$ cat src/hdl/cacf_pkg.sv
package cacf_pkg;

    localparam int PIX_W = 8;
    localparam int WIN   = 7;

    // one column entering the window, row 0 (oldest) at index 0
    typedef logic [WIN-1:0][PIX_W-1:0] t_column;

    typedef struct packed {
        logic valid;
        logic full;
    } t_tag;

    typedef struct packed {
        logic valid;
        logic detected;
        logic full;
    } t_result;

endpackage

$ cat src/hdl/cacf_train_sum.sv
module cacf_train_sum (
    input  logic              i_clk,
    input  logic              i_rst_n,
    input  logic              i_en,
    input  cacf_pkg::t_column i_col,
    input  cacf_pkg::t_tag    i_tag,
    output cacf_pkg::t_result o_res
);
    import cacf_pkg::*;

    localparam int ROW_W   = WIN * PIX_W;
    localparam int ROWSUM_W = $clog2(WIN * 255 + 1);
    localparam int SUM_W   = $clog2(40 * 255 + 1);
    localparam int CTR     = WIN / 2;

    // window: row r, byte c; byte 0 is the newest column
    logic [ROW_W-1:0]    r_win [WIN];
    logic                r_b_valid;
    logic                r_b_full;

    logic [ROWSUM_W-1:0] r_c_rowsum [WIN];
    logic [PIX_W-1:0]    r_c_center;
    logic                r_c_valid;
    logic                r_c_full;

    logic                r_d_valid;
    logic                r_d_det;
    logic                r_d_full;

    logic [ROWSUM_W-1:0] n_rowsum [WIN];
    logic [SUM_W-1:0]    n_total;
    logic [SUM_W-1:0]    n_thresh;

    // window shift, one column per item
    always_ff @(posedge i_clk) begin
        if (!i_rst_n) begin
            r_b_valid <= 1'b0;
        end else if (i_en) begin
            r_b_valid <= i_tag.valid;
        end
        if (i_en) begin
            r_b_full <= i_tag.full;
            if (i_tag.valid) begin
                for (int r = 0; r < WIN; r++) begin
                    r_win[r] <= {r_win[r][ROW_W-PIX_W-1:0], i_col[r]};
                end
            end
        end
    end

    // per-row training sums; the guard block is the 3x3 around the centre
    always_comb begin
        for (int r = 0; r < WIN; r++) begin
            n_rowsum[r] = '0;
            for (int c = 0; c < WIN; c++) begin
                if (r < CTR - 1 || r > CTR + 1 || c < CTR - 1 || c > CTR + 1) begin
                    n_rowsum[r] = n_rowsum[r] + ROWSUM_W'(r_win[r][c*PIX_W +: PIX_W]);
                end
            end
        end
    end

    always_ff @(posedge i_clk) begin
        if (!i_rst_n) begin
            r_c_valid <= 1'b0;
        end else if (i_en) begin
            r_c_valid <= r_b_valid;
        end
        if (i_en) begin
            r_c_full   <= r_b_full;
            r_c_center <= r_win[CTR][CTR*PIX_W +: PIX_W];
            for (int r = 0; r < WIN; r++) begin
                r_c_rowsum[r] <= n_rowsum[r];
            end
        end
    end

    // 40*centre > sum, with 40 = 32 + 8
    always_comb begin
        n_total = '0;
        for (int r = 0; r < WIN; r++) begin
            n_total = n_total + SUM_W'(r_c_rowsum[r]);
        end
        n_thresh = SUM_W'({r_c_center, 5'b0}) + SUM_W'({r_c_center, 3'b0});
    end

    always_ff @(posedge i_clk) begin
        if (!i_rst_n) begin
            r_d_valid <= 1'b0;
        end else if (i_en) begin
            r_d_valid <= r_c_valid;
        end
        if (i_en) begin
            r_d_full <= r_c_full;
            r_d_det  <= r_c_full && (n_thresh > n_total);
        end
    end

    assign o_res = '{valid: r_d_valid, detected: r_d_det, full: r_d_full};

    a_det_needs_full: assert property (@(posedge i_clk) disable iff (!i_rst_n)
        r_d_valid && r_d_det |-> r_d_full)
        else $error("detection reported on an incomplete window");

    a_b_follows: assert property (@(posedge i_clk) disable iff (!i_rst_n)
        i_en && i_tag.valid |=> r_b_valid)
        else $error("item lost entering the window");

    a_stall_holds: assert property (@(posedge i_clk) disable iff (!i_rst_n)
        !i_en |=> $stable(r_d_valid) && $stable(r_c_valid) && $stable(r_b_valid))
        else $error("pipeline moved while stalled");

endmodule

$ cat config.mk
export PLATFORM = sky130hd
export DESIGN_NAME = cacf_train_sum
export DESIGN_NICKNAME = d
export VERILOG_FILES = /design/src/hdl/cacf_pkg.sv /design/src/hdl/cacf_train_sum.sv
export SDC_FILE = /design/constraint.sdc
export NUM_CORES = 1
export LEC_CHECK = 0
export BUFFER_PORTS_ARGS = -buffer_cell sky130_fd_sc_hd__buf_2
export CORE_AREA = 3 3 161 281
export CTS_BUF_LIST = sky130_fd_sc_hd__clkbuf_4
export DETAILED_ROUTE_END_ITERATION = 16
export DIE_AREA = 0 0 164 284
export HOLD_SLACK_MARGIN = 0.06
export PLACE_DENSITY = 0.75
export SYNTH_ARGS = -nofsm -noshare
export SYNTH_HDL_FRONTEND = slang
export SYNTH_SLANG_ARGS = --single-unit
$ cat constraint.sdc
create_clock -name i_clk -period 27.7 [get_ports i_clk]
set_input_delay 5.54 -clock i_clk [delete_from_list [all_inputs] [get_ports i_clk]]
set_output_delay 5.54 -clock i_clk [all_outputs]
set_load 0.05 [all_outputs]
==> results.txt <==
Max Used Layer = met4
Port-buffer cells = 63
Vias in the first global route = 13020
FF-to-FF End = r_d_det
Syn Area/Cell = 16.32 um2
Area of the mapped netlist = 0.02405 mm2
DPL Wire Length = 27210 um
Hold Crit Endpoint = r_win[4][42]
GRT Overall Usage = 17.45%
MaxCap Viol Count = 0
Final min period = 7.871 ns
Synth cell types = 45
Flops & latches, synth = 481
DRC = 0
Worst r2r src = r_c_rowsum[1][3]
Yosys Warn Count = 0
Antenna violations before repair = 1
Final worst path period share = 28.41%
TritonRoute pass-1 iters = 4
Number of synthesized flops with an enable pin = 478
DR iter-0 viols = 488
Synth top area share = 59.69%
Largest net degree at the start of global routing = 145
DIE HEIGHT = 284 um
Post-Route WL = 38100 um
Metal2 WL = 20960 um
R2R depth = 19
Via density = 5.030
RSZ-0062 raised after global routing = no
Worst-Margin Slew = 1.144 ns
# nets final = 2077
DR WL/cell = 16.51 um
Slew Limit Fails = 0
Wire length on met1 = 14110 um
CTS-repair resized insts = 0
Share of cells above drive strength 1 = 13.90%
# H-tree levels = 3
Fillers = 3238
First-pass GRT wire length = 63200 um
Die area = 0.04658 mm2
Area leader, netlist = edfxtp_1
Sink Count = 481
Clock Tree Buf Depth = 3
Arrival time at the worst endpoint = 8.30 ns
Worst Path Max Fanout = 144
Final antenna-violating net count = 0
Post-Syn Nets = 1900
Crit. End Element = flop
Row count = 101
Setup_tns = 0 ns
Worst Setup Path Type = in -> reg
CTS Hold Buffers Added = 0
Final hold violation count = 0
CORE AREA = 0.04335 mm2
Die W = 164 um
Worst hold path class = reg -> reg
Outcome = finished, final reports clean
Area growth syn-to-layout = 10.20%
Initial core utilization = 55.47%
Data required, critical path = 28.13 ns
Dominant cells by area after synthesis = edfxtp_1 (60%), fa_1 (21%), ha_1 (5.9%), inv_1 (5.2%), xnor2_1 (1.4%)
Met3 Routed Length = 1373 um
Hold depth = 0
Clock Tree Root = clkbuf_4
Hold Crit Start = r_win[4][34]
Gr ovfl total = 0
Main flop type after synthesis = edfxtp_1
Startpoint types = primary input
Vias = 11610
Max_slew headroom = 23.71%
Total CTS buffers = 111
Worst-path clk slew = 0.06 ns
Placer Congestion = 0.8002
Fmax = 127.1 MHz
Final setup vio count = 0
Most frequent cell after synthesis = edfxtp_1
Clk_lat worst skew = 0.82 ns
Seq/Total Area, Yosys = 59.94%
Post-synth ARST share = 0%
Top cells by count, synth = edfxtp_1 (478), inv_1 (331), fa_1 (252)
Clk_skew = 0.05919 ns
Ports = 64
Post-CTS Setup Inserts = 0
Synthesized instance count = 1473
Reg2Reg Setup Slack = 22.20 ns
CTS tree = done
through the flow:
stage | worst slack, ns | instance area [um2] | std cells | utilization (%) | hold slack (ns)
2_1_floorplan | 12.50 | 24050 | 1473 | - | 0.4003
3_3_place_gp | 19.08 | 25090 | 2103 | 57.89 | 0.4007
3_5_place_dp | 18.93 | 25090 | 2103 | 57.89 | 0.4045
4_1_cts | 19.88 | 26500 | 2307 | 61.13 | 0.3680
5_1_grt | 19.62 | 26500 | 2308 | 61.13 | 0.3840
6_report | 19.83 | 26500 | 2308 | 61.13 | 0.3769
registers in the layout, indices dropped and copies added (netlist names):
| register | count |
|---|---|
| r_c_valid | 1 |
| r_c_center | 8 |
| r_d_det | 1 |
| r_win | 392 |
| r_d_valid | 1 |
| r_c_rowsum | 74 |
| r_b_valid | 1 |
| r_c_full | 1 |
| r_d_full | 1 |
| r_b_full | 1 |
area by class of cell:
cell class / instances / area [um2] / area share (%)
clock inverters: 49 / 237.7 / 0.8972
well taps: 566 / 708.2 / 2.673
flip-flops and latches: 481 / 14410 / 54.40
clock buffers: 155 / 1164 / 4.391
inverters: 331 / 1242 / 4.689
repair buffers: 67 / 360.3 / 1.360
diodes: 1 / 2.502 / 0.009444
multi-input cells: 658 / 8369 / 31.58
critical path, cell delays in order:
cell,delay (ns)
buf_4,0.18
and2_4,0.91
buf_12,0.54
buf_4,0.90
layout by cell type (no fill, tap or decap), types with 15 or more instances in the layout:
cell type / count
o21ai_0: 30
fa_1: 252
nor2_1: 26
edfxtp_1: 478
a21o_1: 15
inv_1: 331
clkinv_1: 35
clkbuf_4: 155
buf_2: 62
a21oi_1: 42
xnor2_1: 39
ha_1: 114
nand2_1: 16
cell families after synthesis:
group / synth area share (%)
and+or+nand+nor: 1.821
AOI/OAI and AO/OA: 4.048
adders and majority gates: 26.91
buffers and inverters: 5.261
muxes: 0.08326
xor gates and xnor gates: 1.931
DFF: 59.94
routing by layer:
layer | vias to the layer above | GRT usage [%]
met5 | - | 0
met1 | 5880 | 20.01
met2 | 225 | 30.64
li1 | 5409 | -
met3 | 95 | 3.651
met4 | 0 | 8.804
worst max path at each step:
| stage | slack (ns) | cells after the start | endpoint | start |
|---|---|---|---|---|
| floorplan | 12.50 | 2 | r_b_valid | i_en |
| global placement | 19.08 | 4 | r_win[2][2] | i_en |
| detailed placement | 18.93 | 4 | r_win[2][2] | i_en |
| CTS | 19.88 | 4 | r_win[6][10] | i_en |
| global route | 19.62 | 4 | r_win[4][7] | i_en |
| finish | 19.83 | 4 | r_win[0][4] | i_en |
Power is not shown: default switching activity piles up to over one toggle a cycle in this logic, so the estimate is an artifact.
